$ cat src/acp_pkg.sv
// ---------------------------------------------------------------------------
// acp_pkg: shared types, codes and AES helper functions
// Holds the command record passed from the front end to the cipher core, the
// configuration codes, and the byte-level AES round functions.
// ---------------------------------------------------------------------------
package acp_pkg;

  localparam logic [2:0] CFG_KEY0   = 3'd0;
  localparam logic [2:0] CFG_KEY1   = 3'd1;
  localparam logic [2:0] CFG_KEY2   = 3'd2;
  localparam logic [2:0] CFG_KEY3   = 3'd3;
  localparam logic [2:0] CFG_IV_HI  = 3'd4;
  localparam logic [2:0] CFG_IV_LO  = 3'd5;
  localparam logic [2:0] CFG_MODE   = 3'd6;
  localparam logic [2:0] CFG_PAD_EN = 3'd7;

  localparam logic [1:0] STAT_OK      = 2'd0;
  localparam logic [1:0] STAT_BAD_PAD = 2'd1;
  localparam logic [1:0] STAT_PARTIAL = 2'd2;

  localparam logic [3:0] LAST_ROUND = 4'd14;

  typedef enum logic [1:0] {K_ERR, K_ZERO, K_ENC, K_DEC} acp_kind_t;

  typedef enum logic [1:0] {S_IDLE, S_KEXP, S_RUN, S_FIN} acp_state_t;

  typedef struct packed {
    logic [127:0] data;
    acp_kind_t    kind;
    logic         last;
    logic         extra;
    logic         chk;
  } acp_cmd_t;

  typedef struct packed {
    logic [255:0] key;
    logic [127:0] iv;
    logic         key_wr;
    logic         iv_hi_wr;
    logic         iv_lo_wr;
  } acp_keycfg_t;

  localparam logic [7:0] SBOX [256] = '{
    8'h63,8'h7c,8'h77,8'h7b,8'hf2,8'h6b,8'h6f,8'hc5,8'h30,8'h01,8'h67,8'h2b,8'hfe,8'hd7,8'hab,8'h76,
    8'hca,8'h82,8'hc9,8'h7d,8'hfa,8'h59,8'h47,8'hf0,8'had,8'hd4,8'ha2,8'haf,8'h9c,8'ha4,8'h72,8'hc0,
    8'hb7,8'hfd,8'h93,8'h26,8'h36,8'h3f,8'hf7,8'hcc,8'h34,8'ha5,8'he5,8'hf1,8'h71,8'hd8,8'h31,8'h15,
    8'h04,8'hc7,8'h23,8'hc3,8'h18,8'h96,8'h05,8'h9a,8'h07,8'h12,8'h80,8'he2,8'heb,8'h27,8'hb2,8'h75,
    8'h09,8'h83,8'h2c,8'h1a,8'h1b,8'h6e,8'h5a,8'ha0,8'h52,8'h3b,8'hd6,8'hb3,8'h29,8'he3,8'h2f,8'h84,
    8'h53,8'hd1,8'h00,8'hed,8'h20,8'hfc,8'hb1,8'h5b,8'h6a,8'hcb,8'hbe,8'h39,8'h4a,8'h4c,8'h58,8'hcf,
    8'hd0,8'hef,8'haa,8'hfb,8'h43,8'h4d,8'h33,8'h85,8'h45,8'hf9,8'h02,8'h7f,8'h50,8'h3c,8'h9f,8'ha8,
    8'h51,8'ha3,8'h40,8'h8f,8'h92,8'h9d,8'h38,8'hf5,8'hbc,8'hb6,8'hda,8'h21,8'h10,8'hff,8'hf3,8'hd2,
    8'hcd,8'h0c,8'h13,8'hec,8'h5f,8'h97,8'h44,8'h17,8'hc4,8'ha7,8'h7e,8'h3d,8'h64,8'h5d,8'h19,8'h73,
    8'h60,8'h81,8'h4f,8'hdc,8'h22,8'h2a,8'h90,8'h88,8'h46,8'hee,8'hb8,8'h14,8'hde,8'h5e,8'h0b,8'hdb,
    8'he0,8'h32,8'h3a,8'h0a,8'h49,8'h06,8'h24,8'h5c,8'hc2,8'hd3,8'hac,8'h62,8'h91,8'h95,8'he4,8'h79,
    8'he7,8'hc8,8'h37,8'h6d,8'h8d,8'hd5,8'h4e,8'ha9,8'h6c,8'h56,8'hf4,8'hea,8'h65,8'h7a,8'hae,8'h08,
    8'hba,8'h78,8'h25,8'h2e,8'h1c,8'ha6,8'hb4,8'hc6,8'he8,8'hdd,8'h74,8'h1f,8'h4b,8'hbd,8'h8b,8'h8a,
    8'h70,8'h3e,8'hb5,8'h66,8'h48,8'h03,8'hf6,8'h0e,8'h61,8'h35,8'h57,8'hb9,8'h86,8'hc1,8'h1d,8'h9e,
    8'he1,8'hf8,8'h98,8'h11,8'h69,8'hd9,8'h8e,8'h94,8'h9b,8'h1e,8'h87,8'he9,8'hce,8'h55,8'h28,8'hdf,
    8'h8c,8'ha1,8'h89,8'h0d,8'hbf,8'he6,8'h42,8'h68,8'h41,8'h99,8'h2d,8'h0f,8'hb0,8'h54,8'hbb,8'h16
  };

  localparam logic [7:0] INV_SBOX [256] = '{
    8'h52,8'h09,8'h6a,8'hd5,8'h30,8'h36,8'ha5,8'h38,8'hbf,8'h40,8'ha3,8'h9e,8'h81,8'hf3,8'hd7,8'hfb,
    8'h7c,8'he3,8'h39,8'h82,8'h9b,8'h2f,8'hff,8'h87,8'h34,8'h8e,8'h43,8'h44,8'hc4,8'hde,8'he9,8'hcb,
    8'h54,8'h7b,8'h94,8'h32,8'ha6,8'hc2,8'h23,8'h3d,8'hee,8'h4c,8'h95,8'h0b,8'h42,8'hfa,8'hc3,8'h4e,
    8'h08,8'h2e,8'ha1,8'h66,8'h28,8'hd9,8'h24,8'hb2,8'h76,8'h5b,8'ha2,8'h49,8'h6d,8'h8b,8'hd1,8'h25,
    8'h72,8'hf8,8'hf6,8'h64,8'h86,8'h68,8'h98,8'h16,8'hd4,8'ha4,8'h5c,8'hcc,8'h5d,8'h65,8'hb6,8'h92,
    8'h6c,8'h70,8'h48,8'h50,8'hfd,8'hed,8'hb9,8'hda,8'h5e,8'h15,8'h46,8'h57,8'ha7,8'h8d,8'h9d,8'h84,
    8'h90,8'hd8,8'hab,8'h00,8'h8c,8'hbc,8'hd3,8'h0a,8'hf7,8'he4,8'h58,8'h05,8'hb8,8'hb3,8'h45,8'h06,
    8'hd0,8'h2c,8'h1e,8'h8f,8'hca,8'h3f,8'h0f,8'h02,8'hc1,8'haf,8'hbd,8'h03,8'h01,8'h13,8'h8a,8'h6b,
    8'h3a,8'h91,8'h11,8'h41,8'h4f,8'h67,8'hdc,8'hea,8'h97,8'hf2,8'hcf,8'hce,8'hf0,8'hb4,8'he6,8'h73,
    8'h96,8'hac,8'h74,8'h22,8'he7,8'had,8'h35,8'h85,8'he2,8'hf9,8'h37,8'he8,8'h1c,8'h75,8'hdf,8'h6e,
    8'h47,8'hf1,8'h1a,8'h71,8'h1d,8'h29,8'hc5,8'h89,8'h6f,8'hb7,8'h62,8'h0e,8'haa,8'h18,8'hbe,8'h1b,
    8'hfc,8'h56,8'h3e,8'h4b,8'hc6,8'hd2,8'h79,8'h20,8'h9a,8'hdb,8'hc0,8'hfe,8'h78,8'hcd,8'h5a,8'hf4,
    8'h1f,8'hdd,8'ha8,8'h33,8'h88,8'h07,8'hc7,8'h31,8'hb1,8'h12,8'h10,8'h59,8'h27,8'h80,8'hec,8'h5f,
    8'h60,8'h51,8'h7f,8'ha9,8'h19,8'hb5,8'h4a,8'h0d,8'h2d,8'he5,8'h7a,8'h9f,8'h93,8'hc9,8'h9c,8'hef,
    8'ha0,8'he0,8'h3b,8'h4d,8'hae,8'h2a,8'hf5,8'hb0,8'hc8,8'heb,8'hbb,8'h3c,8'h83,8'h53,8'h99,8'h61,
    8'h17,8'h2b,8'h04,8'h7e,8'hba,8'h77,8'hd6,8'h26,8'he1,8'h69,8'h14,8'h63,8'h55,8'h21,8'h0c,8'h7d
  };

  function automatic logic [7:0] xtime(input logic [7:0] b);
    xtime = {b[6:0], 1'b0} ^ (b[7] ? 8'h1b : 8'h00);
  endfunction

  function automatic logic [31:0] sub_word(input logic [31:0] w);
    sub_word = {SBOX[w[31:24]], SBOX[w[23:16]], SBOX[w[15:8]], SBOX[w[7:0]]};
  endfunction

  function automatic logic [127:0] sub_bytes(input logic [127:0] s);
    logic [127:0] t;
    t = '0;
    for (int i = 0; i < 16; i++) begin
      t[127-8*i -: 8] = SBOX[s[127-8*i -: 8]];
    end
    sub_bytes = t;
  endfunction

  function automatic logic [127:0] inv_sub_bytes(input logic [127:0] s);
    logic [127:0] t;
    t = '0;
    for (int i = 0; i < 16; i++) begin
      t[127-8*i -: 8] = INV_SBOX[s[127-8*i -: 8]];
    end
    inv_sub_bytes = t;
  endfunction

  // Byte 4c+r sits in column c, row r.
  function automatic logic [127:0] shift_rows(input logic [127:0] s);
    logic [127:0] t;
    t = '0;
    for (int c = 0; c < 4; c++) begin
      for (int r = 0; r < 4; r++) begin
        t[127-8*(4*c+r) -: 8] = s[127-8*(4*((c+r)&3)+r) -: 8];
      end
    end
    shift_rows = t;
  endfunction

  function automatic logic [127:0] inv_shift_rows(input logic [127:0] s);
    logic [127:0] t;
    t = '0;
    for (int c = 0; c < 4; c++) begin
      for (int r = 0; r < 4; r++) begin
        t[127-8*(4*((c+r)&3)+r) -: 8] = s[127-8*(4*c+r) -: 8];
      end
    end
    inv_shift_rows = t;
  endfunction

  function automatic logic [127:0] mix_columns(input logic [127:0] s);
    logic [127:0] t;
    logic [7:0]   a0, a1, a2, a3;
    t = '0;
    for (int c = 0; c < 4; c++) begin
      a0 = s[127-32*c -: 8];
      a1 = s[119-32*c -: 8];
      a2 = s[111-32*c -: 8];
      a3 = s[103-32*c -: 8];
      t[127-32*c -: 8] = xtime(a0) ^ xtime(a1) ^ a1 ^ a2 ^ a3;
      t[119-32*c -: 8] = a0 ^ xtime(a1) ^ xtime(a2) ^ a2 ^ a3;
      t[111-32*c -: 8] = a0 ^ a1 ^ xtime(a2) ^ xtime(a3) ^ a3;
      t[103-32*c -: 8] = xtime(a0) ^ a0 ^ a1 ^ a2 ^ xtime(a3);
    end
    mix_columns = t;
  endfunction

  function automatic logic [127:0] inv_mix_columns(input logic [127:0] s);
    logic [127:0]    t;
    logic [3:0][7:0] a, x2, x4, x8, m9, m11, m13, m14;
    t = '0;
    for (int c = 0; c < 4; c++) begin
      for (int r = 0; r < 4; r++) begin
        a[r]   = s[127-32*c-8*r -: 8];
        x2[r]  = xtime(a[r]);
        x4[r]  = xtime(x2[r]);
        x8[r]  = xtime(x4[r]);
        m9[r]  = x8[r] ^ a[r];
        m11[r] = x8[r] ^ x2[r] ^ a[r];
        m13[r] = x8[r] ^ x4[r] ^ a[r];
        m14[r] = x8[r] ^ x4[r] ^ x2[r];
      end
      t[127-32*c -: 8] = m14[0] ^ m11[1] ^ m13[2] ^ m9[3];
      t[119-32*c -: 8] = m9[0] ^ m14[1] ^ m11[2] ^ m13[3];
      t[111-32*c -: 8] = m13[0] ^ m9[1] ^ m14[2] ^ m11[3];
      t[103-32*c -: 8] = m11[0] ^ m13[1] ^ m9[2] ^ m14[3];
    end
    inv_mix_columns = t;
  endfunction

endpackage

$ cat src/acp_front.sv
// ---------------------------------------------------------------------------
// acp_front: input classification and command queue
// Sorts each incoming beat into a cipher job or a direct result, fills in
// the PKCS#7 pad bytes, and holds up to two commands for the core.
// ---------------------------------------------------------------------------
module acp_front (
  input  logic              clk,
  input  logic              rst_n,
  input  logic              in_valid,
  output logic              in_stall,
  input  logic [63:0]       in_data_high,
  input  logic [63:0]       in_data_low,
  input  logic [4:0]        in_valid_bytes_in,
  input  logic              in_is_last,
  input  logic              mode,
  input  logic              pad_en,
  output acp_pkg::acp_cmd_t cmd,
  output logic              cmd_valid,
  input  logic              cmd_pop
);

  acp_pkg::acp_cmd_t q_r [2];
  logic              wr_ptr_r, wr_ptr_nxt;
  logic              rd_ptr_r, rd_ptr_nxt;
  logic [1:0]        cnt_r, cnt_nxt;
  acp_pkg::acp_cmd_t new_cmd;
  logic [127:0]      padded;
  logic [7:0]        pad_byte;
  logic              push;
  logic              full_blk;
  logic              bad_enc;

  assign in_stall  = (cnt_r == 2'd2);
  assign push      = in_valid && !in_stall;
  assign cmd_valid = (cnt_r != 2'd0);
  assign cmd       = q_r[rd_ptr_r];

  assign pad_byte = {3'd0, 5'd16 - in_valid_bytes_in};
  assign full_blk = (in_valid_bytes_in == 5'd16);

  // Bytes at and past the count take the pad value; a full block is unchanged.
  always_comb begin
    padded = {in_data_high, in_data_low};
    for (int i = 0; i < 16; i++) begin
      if (5'(i) >= in_valid_bytes_in) begin
        padded[127-8*i -: 8] = pad_byte;
      end
    end
  end

  assign bad_enc = (in_valid_bytes_in > 5'd16) || (!in_is_last && !full_blk) ||
                   (in_is_last && !pad_en && !full_blk && in_valid_bytes_in != 5'd0);

  always_comb begin
    new_cmd.data  = padded;
    new_cmd.last  = in_is_last;
    new_cmd.extra = 1'b0;
    new_cmd.chk   = 1'b0;
    new_cmd.kind  = acp_pkg::K_ERR;
    if (mode) begin
      if (full_blk) begin
        new_cmd.kind = acp_pkg::K_DEC;
        new_cmd.chk  = in_is_last && pad_en;
      end
    end else if (!bad_enc) begin
      if (full_blk) begin
        new_cmd.kind  = acp_pkg::K_ENC;
        new_cmd.extra = in_is_last && pad_en;
      end else if (!pad_en) begin
        new_cmd.kind = acp_pkg::K_ZERO;
      end else begin
        new_cmd.kind = acp_pkg::K_ENC;
      end
    end
  end

  always_comb begin
    wr_ptr_nxt = push ? !wr_ptr_r : wr_ptr_r;
    rd_ptr_nxt = cmd_pop ? !rd_ptr_r : rd_ptr_r;
    cnt_nxt    = cnt_r + {1'b0, push} - {1'b0, cmd_pop};
  end

  always_ff @(posedge clk) begin
    if (!rst_n) begin
      wr_ptr_r <= 1'b0;
      rd_ptr_r <= 1'b0;
      cnt_r    <= 2'd0;
    end else begin
      wr_ptr_r <= wr_ptr_nxt;
      rd_ptr_r <= rd_ptr_nxt;
      cnt_r    <= cnt_nxt;
    end
  end

  always_ff @(posedge clk) begin
    if (push) begin
      q_r[wr_ptr_r] <= new_cmd;
    end
  end

endmodule

$ cat config.mk
export PLATFORM = sky130hd
export DESIGN_NAME = acp_front
export DESIGN_NICKNAME = d
export VERILOG_FILES = /design/src/acp_pkg.sv /design/src/acp_front.sv
export SDC_FILE = /design/constraint.sdc
export NUM_CORES = 1
export LEC_CHECK = 0
export BUFFER_PORTS_ARGS = -buffer_cell sky130_fd_sc_hd__clkbuf_2
export CORE_ASPECT_RATIO = 0.75
export CORE_MARGIN = 2
export CORE_UTILIZATION = 55
export CTS_CLUSTER_DIAMETER = 40
export DETAILED_ROUTE_END_ITERATION = 8
export GPL_TIMING_DRIVEN = 0
export PLACE_DENSITY = 0.82
export SLEW_MARGIN = 0
export SYNTH_ARGS = -nofsm -noshare
export SYNTH_HDL_FRONTEND = slang
export SYNTH_SLANG_ARGS = --single-unit
$ cat constraint.sdc
create_clock -name clk -period 9.36 [get_ports clk]
set_input_delay 0.468 -clock clk [delete_from_list [all_inputs] [get_ports clk]]
set_output_delay 0.468 -clock clk [all_outputs]
set_load 0.01 [all_outputs]
==> run_results.csv, run 1 <==
group,metric,value,unit
outcome,status,"finished clean",
die,chipWidth,170.7,um
timing,finClkSkew,6.662,ps
clocking,postCtsHoldBufs,0,
timing,worst_pin_slew,888.9,ps
synthesis,synth-xor-area-share,0.1528,%
global_routing,grt_start_max_net_pins,72,
synthesis,yosys.area_share.simple,5.587,%
die,die_h,129.0,um
clocking,cts_buffers,31,
die,core,20330,um2
min_path,holdPathStages,2,
placement,gp_congestion,0.7822,
synthesis,syn_nets,832,
synthesis,synth_area,11470,um2
die,start_util,56.41,%
worst_setup_path,worstSetupPathType,"primary input to flop",
global_routing,grt_usage,23.22,%
min_path,worstHoldEndpoint,"cnt_r[0]",
synthesis,yosys-mux-area-fraction,16.42,%
power,p_seq_share,47.8,%
synthesis,ys_seq_elements,271,
power,cell_internal_pwr,0.002366,W
die,ioPinCount,275,
timing,fin_ws,5946,ps
worst_setup_path,r2r-end,"q_r[0][72]",
worst_setup_path,worstRegToRegCells,5,
timing,rsz0062_at_grt,"no",
die,placementRows,45,
power,swShare,25.13,%
drt,drcViolationCount,0,
flow_run,drv_cap,0,
power,ir_drop,195.0,uV
clocking,clk_root_buffer_cell,"clkbuf_16",
power,clock_power_share,36.5,%
worst_setup_path,crit_required,9580,ps
timing,setup_viol,0,
clocking,path_clk_slew,60,ps
layout,final_common_cell,"clkbuf_2",
timing,period_needed,3414,ps
synthesis,avgSynthCellArea,16.74,um2
power,powerDensity,221.3,nW/um2
drt,drtIter0Drc,388,
drt,dr.pass1.iters,4,
synthesis,yosys.cell_types.count,55,
power,leakage,5.582,nW
synthesis,yosys.area_share.adder,0.7639,%
timing,period_share,36.47,%
drt,viasPerCell,5.357,
layout,layout.nets,1140,
power,power.switching,0.0007938,W
worst_setup_path,cp-end-kind,"flop",
clocking,clock_latency,540,ps
drt,wl,26070,um
clocking,cts_sinks,271,
global_routing,grt_antenna_before_repair,2,
timing,hold_viol,0,
timing,maxSlewViolCount,0,
layout,final_cell_mix,"clkbuf_2 (272), edfxtp_1 (266), mux2_2 (155)",
synthesis,synth-compound-area-share,4.201,%
drt,wl_per_cell,20.09,um
synthesis,synth_top_family_by_area,"multiplexers",
layout,fill_cells,1368,
timing,max_slew_margin,40.42,%
layout,area_growth_syn_to_layout,24.50,%
placement,place_ws,5360,ps
clocking,cts_tree,"built",
worst_setup_path,cp_max_fo,10,
clocking,cts.repair.resized,0,
worst_setup_path,startpoint_type,"primary input",
global_routing,grt_pass1_vias,7029,
power,power_frac_comb,15.7,%
synthesis,ys_seq_area_share,70.54,%
drt,num_vias,6954,
placement,portBuffers,272,
layout,drive_gt1_share,51.28,%
synthesis,postSynthCellCount,685,
timing,setup_tns,0,ps
synthesis,yosysWarnings,0,
layout,num_antenna_cells,0,
worst_setup_path,rrSetupSlack,7130,ps
global_routing,grt_overflow,0,
die,dieArea,22030,um2
clocking,clockBufferDepth,3,
worst_setup_path,arrival,3640,ps
timing,fmax,292.9,MHz
min_path,hp-start,"rst_n",
min_path,hold_path.class,"primary input to flop",
global_routing,grt_pass1_wl,38510,um
worst_setup_path,worstReg2RegStart,"cnt_r[0]",
placement,dpl.hpwl,17740,um
clocking,post_cts_buffers,0,
clocking,htreeDepth,1,
drt,drtAntennaViolNets,0,
## sequential cells by signal, summed over array words and instances (netlist names), named ones only
name	cells
wr_ptr_r	1
rd_ptr_r	1
q_r	266
cnt_r	2
## stage by stage
stage               hold slack (ps)  std cells  instance area [um2]  total power [W]  util, %
finish                        157.3       1298                14270         0.003159    70.23
global route                  163.6       1298                14270         0.003277    70.23
CTS                           138.0       1298                14270         0.003185    70.23
detailed placement            513.2       1242                13270         0.002034    65.30
global placement              469.4       1239                13180         0.002033    64.84
floorplan                     458.1        685                11470         0.001835        -
## cell type report
type / count / area, um2 / area share [%]
flip-flops and latches: 271 / 8088 / 56.66
clock inverters: 24 / 222.7 / 1.560
clock buffers: 32 / 779.5 / 5.461
multi-input cells: 357 / 3115 / 21.82
repair buffers: 275 / 1444 / 10.11
inverters: 25 / 98.84 / 0.6924
plain buffers: 32 / 173.9 / 1.218
well taps: 282 / 352.8 / 2.472
## cell families after synthesis
| kind of cell | count (synthesis) |
|---|---|
| flops | 271 |
| fa+ha+maj | 7 |
| xor+xnor | 2 |
| mux | 168 |
| simple gates | 112 |
| compound gates | 68 |
| buf+inv | 57 |
## worst max path at each step
stage	slack, ps	endpoint	depth (start not counted)	startpoint
global route	5710	q_r[1][17]	9	in_valid_bytes_in[0]
detailed placement	5360	q_r[0][17]	9	in_valid_bytes_in[0]
finish	5950	q_r[0][17]	9	in_valid_bytes_in[0]
floorplan	5270	q_r[1][0]	1	in_valid
global placement	3580	q_r[1][84]	2	in_valid
CTS	5930	q_r[0][17]	9	in_valid_bytes_in[0]
## power groups by stage
stage | clock network (W) | logic, W | registers [W]
floorplan | 0 | 0.000294 | 0.00154
global placement | 0 | 0.000480 | 0.00155
detailed placement | 0 | 0.000499 | 0.00154
CTS | 0.00117 | 0.000503 | 0.00151
global route | 0.00122 | 0.000537 | 0.00152
finish | 0.00115 | 0.000496 | 0.00151
## routing by layer
metal  wire, um  vias up  GRT usage, %
li1           -     3221             -
met1      10770     3390         30.55
met2      12200      296         38.20
met3       2439       47         6.964
met4        661        0         6.184
met5          0        -             0
## cell usage after synthesis, drive strengths merged
library cell	instances	area, um2
mux2	158	1783
nor2	11	46.29
o22ai	2	12.51
and2b	3	22.52
nor3b	1	7.510
o31a	2	18.77
o21bai	2	15.01
clkinv	1	3.750
a21o	8	60.06
a2bb2oi	2	17.52
a22o	1	8.760
a41oi	1	16.27
nor2b	13	81.33
a31o	3	26.28
clkbuf	14	52.55
or4b	1	10.01
inv	24	90.09
nand2b	4	25.02
and2	36	225.2
or2	3	18.77
nor4	2	33.78
nor3	5	30.03
and3	1	6.260
o21a	8	60.06
or3	3	23.77
o31ai	2	28.78
mux2i	10	100.1
a21boi	1	7.510
xor2	1	8.760
nand3	1	5.000
o32a	1	10.01
dfxtp	5	100.1
a31oi	2	12.51
ha	7	87.58
xnor2	1	8.760
a21oi	11	73.83
o21ai	21	105.1
buf	18	121.4
o221ai	1	8.760
nand2	28	105.1
edfxtp	266	7988
## critical path, cell delays in order
cell and delay, ps:
clkbuf_2 110, buf_2 320, clkinv_1 490, ha_1 530, nand2b_1 190, nor2_1 100, ha_1 550, clkbuf_1 620
mux2i_1 260
Power figures use the tool's default switching activity.
==> inputs of run 2 (changes only) <==
--- a/config.mk
+++ b/config.mk
@@ -8,11 +8,11 @@
 export BUFFER_PORTS_ARGS = -buffer_cell sky130_fd_sc_hd__clkbuf_2
 export CORE_ASPECT_RATIO = 0.75
 export CORE_MARGIN = 2
-export CORE_UTILIZATION = 55
+export CORE_UTILIZATION = 48
 export CTS_CLUSTER_DIAMETER = 40
 export DETAILED_ROUTE_END_ITERATION = 8
 export GPL_TIMING_DRIVEN = 0
-export PLACE_DENSITY = 0.82
+export PLACE_DENSITY = 0.76
 export SLEW_MARGIN = 0
 export SYNTH_ARGS = -nofsm -noshare
 export SYNTH_HDL_FRONTEND = slang
==> constraint.sdc (replaced) <==
create_clock -name clk -period 3 [get_ports clk]
set_input_delay 0.15 -clock clk [delete_from_list [all_inputs] [get_ports clk]]
set_output_delay 0.15 -clock clk [all_outputs]
set_load 0.01 [all_outputs]
==> run_results.csv, run 2 (synthesized netlist as in run 1, its figures left out) <==
group,metric,value,unit
worst_setup_path,crit_required,3200,ps
power,clock_power_share,38.2,%
timing,hold_viol,0,
clocking,cts_sinks,271,
power,powerDensity,672.8,nW/um2
drt,num_vias,7382,
timing,worst_pin_slew,1054,ps
die,chipWidth,182.5,um
drt,dr.pass1.iters,4,
timing,maxSlewViolCount,0,
clocking,clock_latency,490,ps
worst_setup_path,cp_max_fo,10,
clocking,path_clk_slew,60,ps
flow_run,drv_cap,0,
timing,max_slew_margin,29.35,%
layout,fill_cells,1615,
drt,wl_per_cell,20.84,um
power,ir_drop,553.9,uV
placement,gp_congestion,0.7528,
layout,largest_registers,"q_r: 266 flops, cnt_r: 2 flops",
timing,fin_ws,302.5,ps
die,ioPinCount,275,
drt,drcViolationCount,0,
drt,drtIter0Drc,499,
timing,period_needed,2697,ps
clocking,htreeDepth,2,
global_routing,grt_overflow,0,
power,cell_internal_pwr,0.007847,W
power,power.switching,0.002579,W
die,dieArea,25150,um2
timing,fmax,370.7,MHz
global_routing,grt_pass1_wl,43890,um
layout,largest_reg_flops,266,
die,start_util,49.33,%
drt,viasPerCell,5.180,
timing,setup_tns,0,ps
outcome,status,"finished clean",
clocking,clk_root_buffer_cell,"clkbuf_16",
worst_setup_path,cp-end-kind,"flop",
worst_setup_path,startpoint_type,"primary input",
drt,wl,29690,um
worst_setup_path,worstSetupPathType,"primary input to flop",
die,die_h,137.9,um
timing,setup_viol,0,
layout,area_growth_syn_to_layout,35.16,%
layout,top_register,"q_r",
layout,final_cell_mix,"clkbuf_2 (273), edfxtp_1 (266), mux2_2 (155)",
min_path,hold_path.class,"primary input to flop",
layout,layout.nets,1248,
worst_setup_path,arrival,2900,ps
clocking,cts_buffers,34,
global_routing,grt_start_max_net_pins,58,
layout,final_core_util,66.68,%
layout,final_common_cell,"clkbuf_2",
placement,dpl.hpwl,19000,um
power,swShare,24.74,%
drt,drtAntennaViolNets,0,
placement,place_ws,-990.2,ps
timing,period_share,89.92,%
power,p_seq_share,45.2,%
global_routing,grt_usage,23.35,%
clocking,post_cts_buffers,0,
timing,rsz0062_at_grt,"no",
global_routing,grt_antenna_before_repair,0,
layout,drive_gt1_share,46.98,%
clocking,cts_tree,"built",
power,leakage,6.106,nW
timing,finClkSkew,11.83,ps
power,power_frac_comb,16.6,%
placement,portBuffers,272,
clocking,clockBufferDepth,3,
die,core,23240,um2
global_routing,grt_pass1_vias,7801,
die,placementRows,48,
==> run 2: cell count changes in the layout (fill, tap and decap cells not counted), moves of 4 or more <==
cell           delta
clkbuf_16         +6
buf_12            +4
clkinvlp_4        -6
clkbuf_1          +5
dlygate4sd3_1   +102
==> run 2: metal layers <==
layer	up-vias	GRT usage, %	routed length [um]
met3	43	6.775	2255
li1	3425	-	-
met2	271	40.35	14460
met5	-	0	0
met1	3643	29.08	12460
met4	0	6.317	516
==> run 2: power groups by stage <==
| stage | registers, W | logic (W) | clock network, W |
|---|---|---|---|
| 2_1_floorplan | 0.00479 | 0.000925 | 0 |
| 3_3_place_gp | 0.00482 | 0.00154 | 0 |
| 3_5_place_dp | 0.00479 | 0.00162 | 0 |
| 4_1_cts | 0.00471 | 0.00174 | 0.00404 |
| 5_1_grt | 0.00474 | 0.00186 | 0.00420 |
| 6_report | 0.00472 | 0.00173 | 0.00398 |
==> run 2: area by class of cell <==
cell class,count,area (um2),share of cell area (%)
Sequential cell,271,8088,52.19
Multi-Input combinational cell,357,3128,20.18
Timing Repair Buffer,380,2517,16.24
Clock buffer,44,952.2,6.144
Tap cell,300,375.4,2.422
Buffer,32,175.2,1.130
Clock inverter,15,160.2,1.033
Inverter,25,98.84,0.6378
Antenna cell,1,2.502,0.01615
==> run 2: metrics by stage <==
step	power (W)	cells	hold WS [ps]	area, um2
finish	0.01043	1425	23.77	15500
global route	0.01081	1424	21.33	15490
CTS	0.01049	1424	1.959	15490
detailed placement	0.006407	1263	381.3	13360
global placement	0.006355	1257	379.5	13220
floorplan	0.005713	685	248.9	11480
==> run 2: worst paths after layout <==
kind | cells after the start | startpoint | end | slack, ps
setup / recovery | 9 | in_valid_bytes_in[0] | q_r[0][89] | 300
hold / removal | 3 | in_data_low[12] | q_r[0][17] | 20
hold reg to reg | 2 | wr_ptr_r | wr_ptr_r | 510
setup reg to reg | 6 | cnt_r[0] | q_r[0][83] | 1100
==> run 2: timing repair <==
action	4_1_cts	5_1_grt
hold endpoints to repair	204	0
resized for setup	2	0
endpoints found under the setup margin	22	0
hold buffers	102	0
==> run 2: worst max-delay path, cell delays in order <==
cell      delay, ps
clkbuf_2        110
buf_2           340
clkinv_2        330
ha_1            430
nand2b_1        190
nor2_1           90
ha_1            580
clkbuf_2        460
mux2i_1         190
==> inputs of run 3 (changes only) <==
--- a/config.mk
+++ b/config.mk
@@ -5,14 +5,15 @@
 export SDC_FILE = /design/constraint.sdc
 export NUM_CORES = 1
 export LEC_CHECK = 0
+export ABC_AREA = 1
 export BUFFER_PORTS_ARGS = -buffer_cell sky130_fd_sc_hd__clkbuf_2
 export CORE_ASPECT_RATIO = 0.75
 export CORE_MARGIN = 2
-export CORE_UTILIZATION = 48
+export CORE_UTILIZATION = 49
 export CTS_CLUSTER_DIAMETER = 40
 export DETAILED_ROUTE_END_ITERATION = 8
 export GPL_TIMING_DRIVEN = 0
-export PLACE_DENSITY = 0.76
+export PLACE_DENSITY = 0.77
 export SLEW_MARGIN = 0
 export SYNTH_ARGS = -nofsm -noshare
 export SYNTH_HDL_FRONTEND = slang
==> run_results.csv, run 3 <==
group,metric,value,unit
clocking,clockBufferDepth,3,
synthesis,ys_seq_area_share,70.35,%
global_routing,grt_pass1_vias,8313,
clocking,clock_latency,500,ps
synthesis,synth-async-reset-ratio,0,%
drt,wl_per_cell,19.66,um
die,dieArea,24720,um2
global_routing,grt_antenna_before_repair,2,
clocking,clk_root_buffer_cell,"clkbuf_16",
worst_setup_path,cp.buffers_inverters,4,
timing,hold_viol,0,
placement,place_ws,-164.2,ps
layout,top_register,"q_r",
placement,dpl.hpwl,20120,um
clocking,cts_tree,"built",
min_path,worstHoldEndpoint,"q_r[1][49]",
timing,maxSlewViolCount,0,
layout,area_growth_syn_to_layout,36.75,%
worst_setup_path,crit_required,3170,ps
clocking,path_clk_slew,60,ps
placement,gp_congestion,0.7903,
drt,drcViolationCount,0,
layout,drive_gt1_share,40.89,%
worst_setup_path,startpoint_type,"primary input",
die,chipWidth,180.9,um
synthesis,synth_most_common_cell,"edfxtp_1",
clocking,cts_sinks,271,
clocking,htreeDepth,2,
worst_setup_path,cp_max_fo,11,
worst_setup_path,path_cells,"buf_2, inv_1, buf_2, ha_1, nand2_1, nor2_1, ha_1, clkbuf_1, o21ai_0",
power,leakage,6.590,nW
worst_setup_path,worstSetupPathType,"primary input to flop",
timing,setup_viol,0,
synthesis,synth_area_leaders,"edfxtp_1 (69%), mux2_2 (13%), nand2_1 (4.1%)",
power,powerDensity,668.8,nW/um2
global_routing,grtUsageMet1,30.98,%
drt,dr.pass1.iters,5,
timing,worst_pin_slew,967.8,ps
synthesis,syn_nets,971,
synthesis,yosys-top-cells-count,"edfxtp_1 (266), mux2_2 (133), nand2_1 (126)",
clocking,post_cts_buffers,0,
global_routing,grt_usage,24.41,%
worst_setup_path,cp_slowest_cell,"clkbuf_1",
drt,num_vias,8219,
worst_setup_path,worstReg2RegStart,"cnt_r[1]",
timing,fin_ws,409.7,ps
flow_run,drv_cap,0,
die,ioPinCount,275,
die,placementRows,48,
min_path,holdPathStages,3,
worst_setup_path,path_depth,9,
synthesis,avgSynthCellArea,13.95,um2
synthesis,synth_area_leader_cell,"edfxtp_1",
min_path,hold_path.class,"primary input to flop",
drt,drtIter0Drc,663,
layout,final_cell_mix,"clkbuf_2 (272), edfxtp_1 (266), mux2_2 (133)",
synthesis,synth_area,11500,um2
min_path,hp-start,"in_data_low[44]",
global_routing,met2_usage,40.94,%
layout,layout.nets,1401,
synthesis,postSynthCellCount,824,
timing,period_share,86.34,%
worst_setup_path,cp-end-kind,"flop",
die,start_util,49.98,%
synthesis,yosysWarnings,0,
global_routing,grt.met3_usage,6.360,%
power,ir_drop,430.6,uV
layout,largest_reg_flops,266,
outcome,status,"finished clean",
layout,final_core_util,68.35,%
layout,largest_registers,"q_r: 266 flops, cnt_r: 2 flops",
timing,period_needed,2590,ps
timing,fmax,386.1,MHz
global_routing,grt_busiest_layer,"met2",
worst_setup_path,rrSetupSlack,810,ps
die,core,23000,um2
worst_setup_path,arrival,2760,ps
timing,finClkSkew,20.18,ps
synthesis,synth_top_area_share,69.48,%
placement,postPlaceCellArea,13420,um2
drt,drtAntennaViolNets,0,
layout,final_common_cell,"clkbuf_2",
worst_setup_path,r2r-end,"q_r[0][98]",
synthesis,ys_seq_elements,271,
global_routing,grt_pass1_wl,45440,um
die,die_h,136.7,um
timing,rsz0062_at_grt,"no",
drt,viasPerCell,5.202,
clocking,cts_buffers,34,
global_routing,grt_start_max_net_pins,33,
placement,portBuffers,272,
layout,fin_area,15720,um2
worst_setup_path,worstRegToRegCells,5,
drt,wl,31070,um
synthesis,yosys.cell_types.count,31,
synthesis,dominantRegCellSynth,"edfxtp_1",
worst_setup_path,crit_family,"buffers and inverters",
global_routing,grt_overflow,0,
synthesis,synth_edf_count,266,
worst_setup_path,max_stage_delay,620,ps
timing,max_slew_margin,35.33,%
[run 3: kinds of logic (layout without fill, tap and decap cells)]
group	after synthesis	count (layout)	share of synthesized area (%)
flip-flops	271	271	70.35
buffers and inverters	101	556	3.679
adder cells (fa/ha/maj)	7	7	0.7618
XOR/XNOR	1	1	0.07620
AO/OA/AOI/OAI	51	51	2.395
multiplexers	133	133	13.03
AND/OR/NAND/NOR	260	260	9.708
other	0	1	0
[run 3: final cells by class]
class / instances / area [um2]
diodes: 1 / 2.502
plain buffers: 24 / 131.4
clock buffers: 42 / 922.1
clock inverters: 19 / 236.5
fillers: 1589 / 7281
inverters: 77 / 291.5
multi-input cells: 452 / 3004
flip-flops and latches: 271 / 8088
well taps: 300 / 375.4
repair buffers: 394 / 2670
[run 3: per-layer routing]
layer / up-vias / share of wire, %
li1: 3804 / -
met1: 3963 / 41
met2: 384 / 48
met3: 68 / 8.5
met4: 0 / 2.9
met5: - / 0
[run 3: through the flow]
stage	std cells	setup TNS [ps]	power [W]	hold slack [ps]
global placement	1396	-276320	0.006238	393.7
global route	1580	0	0.01088	28.99
finish	1580	0	0.01051	17.66
CTS	1579	0	0.01056	3.002
floorplan	824	0	0.005641	243.5
detailed placement	1404	-1283	0.006323	403.7
[run 3: worst max path at each step]
stage	from	end
5_1_grt	in_valid_bytes_in[0]	q_r[0][121]
4_1_cts	in_valid_bytes_in[0]	q_r[0][121]
3_3_place_gp	cnt_r[1]	q_r[1][67]
3_5_place_dp	in_valid_bytes_in[0]	q_r[0][121]
2_1_floorplan	cnt_r[1]	q_r[1][0]
6_report	in_valid_bytes_in[0]	q_r[0][121]
[run 3: power breakdown]
part	internal, W	switching, W
registers	0.00464	0.0000862
logic	0.000707	0.000945
clock network	0.00256	0.00157
total	0.00791	0.00260
[run 3: repair_timing]
item                                   4_1_cts  5_1_grt
resized for setup                            0        0
hold buffers                               114        0
endpoints found under the hold margin      224        0
[run 3: worst reg2reg max path, delay by kind of cell (launching register included)]
kind / cells / cell delay (ps)
simple gates: 1 / 760
flops: 1 / 310
compound gates: 1 / 150
buf+inv: 3 / 650
